`src/sv/fsgs_pkg.sv`:
```
// fsgs_pkg: shared types and constants for the sand grid step unit
// used by falling_sand_grid_step_unit; depends on nothing
`default_nettype none

package fsgs_pkg;

    // command codes
    localparam logic [1:0] OP_PLACE = 2'd0;
    localparam logic [1:0] OP_READ  = 2'd1;
    localparam logic [1:0] OP_PASS  = 2'd2;
    localparam logic [1:0] OP_CLEAR = 2'd3;

    // diagonal choice lfsr, galois form, right shifting
    localparam logic [15:0] LFSR_TAPS     = 16'hB400;
    localparam logic [15:0] LFSR_FALLBACK = 16'hACE1;
    localparam logic [15:0] SEED_RESET    = 16'd44257;

    localparam logic [10:0] MOVED_MAX = 11'd2047;

    // columns resolved per clock during a pass
    localparam int COLS_PER_STEP = 8;

    typedef struct packed {
        logic [1:0] operation;
        logic [4:0] row;
        logic [4:0] col;
    } t_cmd;

    typedef struct packed {
        logic        occupied;
        logic [10:0] moved_grains;
    } t_result;

endpackage

`default_nettype wire

```
`src/sv/falling_sand_grid_step_unit.sv`:
```
// falling_sand_grid_step_unit: sand grain occupancy grid with an in-place gravity pass
// depends on fsgs_pkg (command and result words, command codes, lfsr constants)
`default_nettype none

// The block holds a GRID_SIDE x GRID_SIDE grid of sand grains, one memory row per grid
// row. A command word is taken when start is high and busy is low; exactly one result
// word follows, shown for one cycle with o_valid high. The receiver cannot stall, so
// o_valid must be sampled every cycle. Place and read pass through one more state
// (S_PLACE or S_ANS) after the memory read; an out-of-grid place or read and a clear
// are answered from idle (clear drops the per-row valid bits). A gravity pass walks
// row pairs bottom to top through the row memory (one read and one write port): per row
// it reads the upper row (S_LOAD_UP), then resolves 8 columns a cycle right to left
// (S_COLS). The seed channel is ready only while the block is idle; writing 0 loads the
// lfsr with 16'hACE1.

module falling_sand_grid_step_unit #(
    parameter int GRID_SIDE = 32
) (
    input  wire                  i_clk,
    input  wire                  i_rst_n,
    input  wire                  start,
    output logic                 busy,
    input  wire fsgs_pkg::t_cmd  i_cmd,
    output logic                 o_valid,
    output fsgs_pkg::t_result    o_result,
    input  wire                  i_cfg_valid,
    output logic                 o_cfg_ready,
    input  wire [15:0]           i_cfg_data
);

    localparam int AW  = (GRID_SIDE > 2) ? $clog2(GRID_SIDE) : 1;
    localparam int EW  = (AW > 5) ? AW : 5;
    localparam int CPS = fsgs_pkg::COLS_PER_STEP;

    // state codes
    localparam logic [2:0] S_IDLE    = 3'd0;
    localparam logic [2:0] S_PLACE   = 3'd1;
    localparam logic [2:0] S_ANS     = 3'd2;
    localparam logic [2:0] S_LOAD_LO = 3'd3;
    localparam logic [2:0] S_LOAD_UP = 3'd4;
    localparam logic [2:0] S_COLS    = 3'd5;
    localparam logic [2:0] S_WB0     = 3'd6;
    localparam logic [2:0] S_LOOK    = 3'd7;

    // row memory with per-row valid bits (an invalid row reads as empty)
    logic [GRID_SIDE-1:0] mem [GRID_SIDE];
    logic [GRID_SIDE-1:0] r_valid;
    logic [GRID_SIDE-1:0] r_rd_data;
    logic                 r_rd_vld;
    logic [GRID_SIDE-1:0] rd_row;

    logic                 mem_we;
    logic [AW-1:0]        mem_waddr;
    logic [GRID_SIDE-1:0] mem_wdata;
    logic                 mem_re;
    logic [AW-1:0]        mem_raddr;
    logic                 clr_all;

    // control and working registers
    logic [2:0]           r_state,    n_state;
    logic [AW-1:0]        r_row,      n_row;      // upper row of the pair in work
    logic [AW-1:0]        r_col,      n_col;      // rightmost column of this step
    logic [AW-1:0]        r_row_addr, n_row_addr;
    logic [AW-1:0]        r_col_addr, n_col_addr;
    logic                 r_in_grid,  n_in_grid;
    logic [GRID_SIDE-1:0] r_up,       n_up;
    logic [GRID_SIDE-1:0] r_lo,       n_lo;
    logic [15:0]          r_lfsr,     n_lfsr;
    logic [10:0]          r_cnt,      n_cnt;
    logic                 r_out_valid, n_out_valid;
    fsgs_pkg::t_result    r_out,      n_out;

    // column step results
    logic [GRID_SIDE-1:0] step_up;
    logic [GRID_SIDE-1:0] step_lo;
    logic [15:0]          step_lfsr;
    logic [10:0]          step_cnt;
    logic                 step_last;

    // command address decode
    logic [EW-1:0]        cmd_row_ext;
    logic [EW-1:0]        cmd_col_ext;
    logic                 cmd_in_grid;

    assign cmd_row_ext = EW'(i_cmd.row);
    assign cmd_col_ext = EW'(i_cmd.col);
    assign cmd_in_grid = (int'(i_cmd.row) < GRID_SIDE) && (int'(i_cmd.col) < GRID_SIDE);

    assign rd_row = r_rd_vld ? r_rd_data : '0;

    //--------------------------------------------------------------------------
    // memory: one write and one read port, registered read data
    //--------------------------------------------------------------------------
    always_ff @(posedge i_clk) begin
        if (mem_we) begin
            mem[mem_waddr] <= mem_wdata;
        end
        if (mem_re) begin
            r_rd_data <= mem[mem_raddr];
            r_rd_vld  <= r_valid[mem_raddr];
        end
    end

    always_ff @(posedge i_clk) begin
        if (!i_rst_n) begin
            r_valid <= '0;
        end else if (clr_all) begin
            r_valid <= '0;
        end else if (mem_we) begin
            r_valid[mem_waddr] <= 1'b1;
        end
    end

    //--------------------------------------------------------------------------
    // column step: up to CPS columns of the current row pair, right to left
    // the lower row is padded with an occupied cell on each side
    //--------------------------------------------------------------------------
    always_comb begin
        logic [GRID_SIDE+1:0] pad;
        logic                 lft;
        logic                 rgt;
        logic                 mv;
        logic                 bit_b;
        int                   c;
        int                   didx;
        pad       = {1'b1, r_lo, 1'b1};
        step_up   = r_up;
        step_lfsr = r_lfsr;
        step_cnt  = r_cnt;
        for (int k = 0; k < CPS; k++) begin
            c     = int'(r_col) - k;
            mv    = 1'b0;
            didx  = 0;
            lft   = 1'b1;
            rgt   = 1'b1;
            bit_b = 1'b0;
            if (c >= 0) begin
                if (step_up[c]) begin
                    lft = pad[c];
                    rgt = pad[c+2];
                    if (!pad[c+1]) begin
                        mv   = 1'b1;
                        didx = c + 1;
                    end else if (!lft && !rgt) begin
                        bit_b     = step_lfsr[0];
                        step_lfsr = {1'b0, step_lfsr[15:1]}
                                  ^ (bit_b ? fsgs_pkg::LFSR_TAPS : 16'h0000);
                        mv        = 1'b1;
                        didx      = bit_b ? c + 2 : c;
                    end else if (!lft) begin
                        mv   = 1'b1;
                        didx = c;
                    end else if (!rgt) begin
                        mv   = 1'b1;
                        didx = c + 2;
                    end
                    if (mv) begin
                        step_up[c] = 1'b0;
                        pad[didx]  = 1'b1;
                        if (step_cnt != fsgs_pkg::MOVED_MAX) begin
                            step_cnt = step_cnt + 11'd1;
                        end
                    end
                end
            end
        end
        step_lo   = pad[GRID_SIDE:1];
        step_last = int'(r_col) < CPS;
    end

    //--------------------------------------------------------------------------
    // sequencer
    //--------------------------------------------------------------------------
    always_comb begin
        n_state     = r_state;
        n_row       = r_row;
        n_col       = r_col;
        n_row_addr  = r_row_addr;
        n_col_addr  = r_col_addr;
        n_in_grid   = r_in_grid;
        n_up        = r_up;
        n_lo        = r_lo;
        n_lfsr      = r_lfsr;
        n_cnt       = r_cnt;
        n_out_valid = 1'b0;
        n_out       = r_out;
        mem_we      = 1'b0;
        mem_waddr   = r_row_addr;
        mem_wdata   = rd_row;
        mem_re      = 1'b0;
        mem_raddr   = r_row_addr;
        clr_all     = 1'b0;

        unique case (r_state)
            S_IDLE: begin
                if (i_cfg_valid) begin
                    n_lfsr = (i_cfg_data != 16'h0000) ? i_cfg_data : fsgs_pkg::LFSR_FALLBACK;
                end
                if (start) begin
                    n_row_addr = cmd_row_ext[AW-1:0];
                    n_col_addr = cmd_col_ext[AW-1:0];
                    n_in_grid  = cmd_in_grid;
                    n_cnt      = '0;
                    n_out      = '0;
                    unique case (i_cmd.operation) inside
                        fsgs_pkg::OP_PLACE, fsgs_pkg::OP_READ: begin
                            if (cmd_in_grid) begin
                                mem_re    = 1'b1;
                                mem_raddr = cmd_row_ext[AW-1:0];
                                n_state   = (i_cmd.operation == fsgs_pkg::OP_PLACE)
                                          ? S_PLACE : S_ANS;
                            end else begin
                                n_out_valid = 1'b1;
                            end
                        end
                        fsgs_pkg::OP_CLEAR: begin
                            clr_all     = 1'b1;
                            n_out_valid = 1'b1;
                        end
                        fsgs_pkg::OP_PASS: begin
                            // gravity pass: fetch the bottom row first
                            mem_re    = 1'b1;
                            mem_raddr = AW'(GRID_SIDE - 1);
                            n_row     = AW'(GRID_SIDE - 2);
                            n_state   = S_LOAD_LO;
                        end
                        default: begin
                        end
                    endcase
                end
            end
            S_PLACE: begin
                mem_we                 = 1'b1;
                mem_waddr              = r_row_addr;
                mem_wdata              = rd_row;
                mem_wdata[r_col_addr]  = 1'b1;
                n_out.occupied         = 1'b1;
                n_out.moved_grains     = '0;
                n_out_valid            = 1'b1;
                n_state                = S_IDLE;
            end
            S_ANS: begin
                n_out.occupied     = rd_row[r_col_addr];
                n_out.moved_grains = r_cnt;
                n_out_valid        = 1'b1;
                n_state            = S_IDLE;
            end
            S_LOAD_LO: begin
                n_lo      = rd_row;
                mem_re    = 1'b1;
                mem_raddr = r_row;
                n_state   = S_LOAD_UP;
            end
            S_LOAD_UP: begin
                n_up    = rd_row;
                n_col   = AW'(GRID_SIDE - 1);
                n_state = S_COLS;
            end
            S_COLS: begin
                n_up   = step_up;
                n_lo   = step_lo;
                n_lfsr = step_lfsr;
                n_cnt  = step_cnt;
                if (step_last) begin
                    // lower row is final; the upper row becomes the next lower row
                    mem_we    = 1'b1;
                    mem_waddr = r_row + AW'(1);
                    mem_wdata = step_lo;
                    n_lo      = step_up;
                    if (r_row == '0) begin
                        n_state = S_WB0;
                    end else begin
                        mem_re    = 1'b1;
                        mem_raddr = r_row - AW'(1);
                        n_row     = r_row - AW'(1);
                        n_state   = S_LOAD_UP;
                    end
                end else begin
                    n_col = r_col - AW'(CPS);
                end
            end
            S_WB0: begin
                mem_we    = 1'b1;
                mem_waddr = '0;
                mem_wdata = r_lo;
                if (r_in_grid) begin
                    n_state = S_LOOK;
                end else begin
                    n_out.occupied     = 1'b0;
                    n_out.moved_grains = r_cnt;
                    n_out_valid        = 1'b1;
                    n_state            = S_IDLE;
                end
            end
            S_LOOK: begin
                mem_re    = 1'b1;
                mem_raddr = r_row_addr;
                n_state   = S_ANS;
            end
            default: begin
                n_state = S_IDLE;
            end
        endcase
    end

    always_ff @(posedge i_clk) begin
        if (!i_rst_n) begin
            r_state     <= S_IDLE;
            r_lfsr      <= fsgs_pkg::SEED_RESET;
            r_out_valid <= 1'b0;
            r_cnt       <= '0;
        end else begin
            r_state     <= n_state;
            r_lfsr      <= n_lfsr;
            r_out_valid <= n_out_valid;
            r_cnt       <= n_cnt;
        end
    end

    always_ff @(posedge i_clk) begin
        r_row      <= n_row;
        r_col      <= n_col;
        r_row_addr <= n_row_addr;
        r_col_addr <= n_col_addr;
        r_in_grid  <= n_in_grid;
        r_up       <= n_up;
        r_lo       <= n_lo;
        r_out      <= n_out;
    end

    assign busy        = (r_state != S_IDLE);
    assign o_cfg_ready = (r_state == S_IDLE);
    assign o_valid     = r_out_valid;
    assign o_result    = r_out;

    //--------------------------------------------------------------------------
    // assertions
    //--------------------------------------------------------------------------
    a_cmd_progress: assert property (@(posedge i_clk) disable iff (!i_rst_n)
        start && !busy |=> busy || o_valid)
        else $error("accepted command neither started nor answered");

    a_no_idle_write: assert property (@(posedge i_clk) disable iff (!i_rst_n)
        mem_we |-> r_state != S_IDLE)
        else $error("memory written while idle");

    a_port_conflict: assert property (@(posedge i_clk) disable iff (!i_rst_n)
        mem_we && mem_re |-> mem_waddr != mem_raddr)
        else $error("read and write of the same row in one cycle");

    a_moved_from_pass: assert property (@(posedge i_clk) disable iff (!i_rst_n)
        o_valid && o_result.moved_grains != '0
            |-> $past(r_state) == S_ANS || $past(r_state) == S_WB0)
        else $error("moved count reported outside a pass");

    a_col_range: assert property (@(posedge i_clk) disable iff (!i_rst_n)
        r_state == S_COLS |-> int'(r_col) < GRID_SIDE)
        else $error("column index outside the grid");

endmodule

`default_nettype wire

```
`config.mk`:
```
export PLATFORM = sky130hd
export DESIGN_NAME = falling_sand_grid_step_unit
export DESIGN_NICKNAME = d
export VERILOG_FILES = /design/src/sv/fsgs_pkg.sv /design/src/sv/falling_sand_grid_step_unit.sv
export SDC_FILE = /design/constraint.sdc
export NUM_CORES = 2
export LEC_CHECK = 0
export BUFFER_PORTS_ARGS = -buffer_cell sky130_fd_sc_hd__buf_2
export CAP_MARGIN = 5
export CORE_ASPECT_RATIO = 2
export CORE_UTILIZATION = 58
export CTS_BUF_LIST = sky130_fd_sc_hd__clkbuf_16
export CTS_CLUSTER_DIAMETER = 120
export DETAILED_ROUTE_END_ITERATION = 10
export GPL_TIMING_DRIVEN = 0
export PLACE_DENSITY = 0.74
export SLEW_MARGIN = 20
export SYNTH_ARGS = -nofsm -noshare
export SYNTH_HDL_FRONTEND = slang
export SYNTH_SLANG_ARGS = --single-unit
```
`constraint.sdc`:
```
create_clock -name i_clk -period 27.2 [get_ports i_clk]
set_input_delay 2.72 -clock i_clk [delete_from_list [all_inputs] [get_ports i_clk]]
set_output_delay 2.72 -clock i_clk [all_outputs]
set_load 0.01 [all_outputs]
```
==> run metrics <==
Tot GR Track Use 46.4%; Main synth FF type edfxtp_1; hpwl dp 172000 um; compound-gate portion of the synthesized area 18.8%; Final Cell Area around 66000 um^2; grt ovf 0; clk_skew between 0.05 and 0.06 ns; via count 46600; top cells by area, synth edfxtp_1 (59%), nand2_1 (5.1%), a211oi_1 (5.1%), and2_1 (3.2%), a21oi_1 (2.3%); post-synthesis cell type count between 100 and 150; layout cell share with drive strength beyond 1 10.7%; first-pass GRT wire length 327000 um; Starting DRT DRC Count between 5000 and 6000; Root Driver clkbuf_16; final hold vios 0; status finished clean; IR drop worst, VDD 0.0000903 V; Clock H-tree levels 3; Rel. slew slack 6.05%; Critical Path AT 17.45 ns; vias in the first global route around 45000; placed cell area 62900 um^2; Max Cap Violations 0; P per Cell Area just over 80 nW/um^2; RSZ-0062 raised after global routing no; die footprint 102000 um^2; most common cell after layout, fill and taps aside edfxtp_1; asr flop ratio synth 0%; ANT nets after route 0; fin crit share between 60% and 70%; cells after synthesis 5040; die width 226 um; syn_area_per_cell 11.6 um^2; Worst Hold Class reg -> reg; area share of the largest cell type after synthesis 59.1%; crit path kind reg -> reg; post-cts sizing count 0; post-synthesis sequential area ratio between 60% and 70%; antenna violations before repair 15; Yosys reg bits 1213; clk_lat worst skew 0.75 ns; most used cell, CP ha_1; leakage power 0.0215 uW; core region area 99900 um^2; final worst path period need 16.82 ns; post-synthesis mux area share under 10%; routability cong. around 1.1; post-DR vias/cell 6.95; First-pass DRT Iterations 6; Worst-path clk slew 0.07 ns; I/O Buffers 46; WP data required 27.83 ns; Site Rows approximately 160; fin nets between 5000 and 6000; reg-to-reg slack, setup 10.38 ns; CTS Buf Count about 100; Initial Util 58.5%; Synth Area in Adders 0.321%; clk buf depth 3; Synth Area in XOR/XNOR 0.963%; Worst setup SP type flop; Cell Area, Synth slightly below 60000 um^2; final setup fails 0; Critical Path End Type flop; IO Count 47; Simple-Gate Fraction of Synth Area 13.5%; Yosys Warn Count 0; GR Layer Usage met1 between 40% and 50%; post-CTS setup buffer count 0; WL final approximately 230000 um; syn nets 5087; pin count of the biggest net entering global routing 32; Max Fanout on Critical Path 11; # DRC 0; CP max stage delay about 0.57 ns; largest family of logic cells by synthesized area compound AO/OA/AOI/OAI gates; Post-CTS Hold Fix Bufs 0; Sum Neg Setup Slack 0 ns; Most Crowded Layer GR met2; Highest Clock Rate approximately 59 MHz; Slew @ Worst Pin 1.40 ns; CTS tree yes; per-cell routed wire length 34.8 um; post-synth top area cell edfxtp_1; CTS Sinks 1213; met3 Use GR 13.7%; P&R area growth vs syn 13.5%; Global Route met2 Usage 76.2%; commonest cells after routing, fill and taps aside edfxtp_1 (1150), nand2_1 (794), a211oi_1 (382); number of fill cells approximately 7500; slowest CP cell ha_1; Die Ht around 450 um; Final Max Slew Viols 0; Post-synth EDFFs around 1200
cells by family after synthesis:
group                    after synthesis
adder cells (fa/ha/maj)               15
multiplexers                         119
AND/OR/NAND/NOR                     1679
buffers and inverters                402
flip-flops                          1213
XOR/XNOR                              61
AO/OA/AOI/OAI                       1551
layer usage:
layer | up-vias | wire, um
met3 | 1203 | 21100
li1 | 19900 | -
met5 | - | 12
met4 | 2 | 32500
met2 | 3000 | 112000
met1 | 22500 | 67100
sequential cells by signal (all words and copies together), names as in the netlist, 11 cells and up:
| signal | cells |
|---|---|
| r_up | 32 |
| o_result | 12 |
| r_lo | 32 |
| r_rd_data | 32 |
| r_cnt | 11 |
| r_valid | 32 |
| mem | 1024 |
| r_lfsr | 16 |
critical path, delay by kind of cell (launching register included):
kind                     cells  cell delay [ns]
AO/OA/AOI/OAI               15             4.03
multiplexers                 3             1.18
AND/OR/NAND/NOR             10             2.82
XOR/XNOR                     4             1.46
flip-flops                   1             0.41
adder cells (fa/ha/maj)      7             2.17
buffers and inverters       16             4.60
synthesized netlist by cell type (25+ instances only):
cell and number:
edfxtp_1 1150, nand2_1 799, a211oi_1 395, clkbuf_1 331
and2_1 296, a21oi_1 271, nor2_1 231, o21ai_0 165
a31oi_1 162, a311oi_1 137, nand3_1 97, dfxtp_1 63
mux2i_1 63, nor3_1 55, o21a_1 52, a21o_1 48
xnor2_1 40, mux2_2 37, a21boi_0 33, inv_1 31
nand2b_1 29, o211ai_1 29, and3_1 26, nor2b_1 25
layout make-up:
type	count	area (um^2)	area share [%]
clock inverter	88	787	1.19
multi-input combinational	3425	21900	33.0
inverter	35	131	0.198
clock buffer	102	2550	3.85
buffer	367	1440	2.16
tap	1328	1660	2.50
timing repair buffer	129	2050	3.09
antenna	12	30.0	0.0452
sequential	1213	35800	53.9
power breakdown:
group	leakage (uW)	internal (uW)	switching (uW)
Sequential	0.0110	2220	25.7
Combinational	0.00884	444	1300
Clock	0.00166	794	697
Total	0.0215	3450	2020
per-stage QoR:
stage	power (uW)	util, %	hold WS, ns	worst slack, ns	instances
finish	5480	66.4	0.463	10.38	6699
global route	5550	66.4	0.471	9.46	6692
CTS	5350	66.3	0.461	10.67	6684
detailed placement	3900	62.9	0.446	10.76	6494
global placement	3770	60.4	0.440	10.78	6414
floorplan	3060	-	0.432	14.52	5040
final timing paths:
path	from	cells past startpoint	endpoint
worst max register to register	r_col[4]	55	r_cnt[3]
worst min register to register	r_valid[8]	1	r_valid[8]
worst max-delay path	r_col[4]	55	r_cnt[3]
worst min-delay path	r_valid[8]	1	r_valid[8]
No activity file was read; power rests on OpenSTA's default activity.
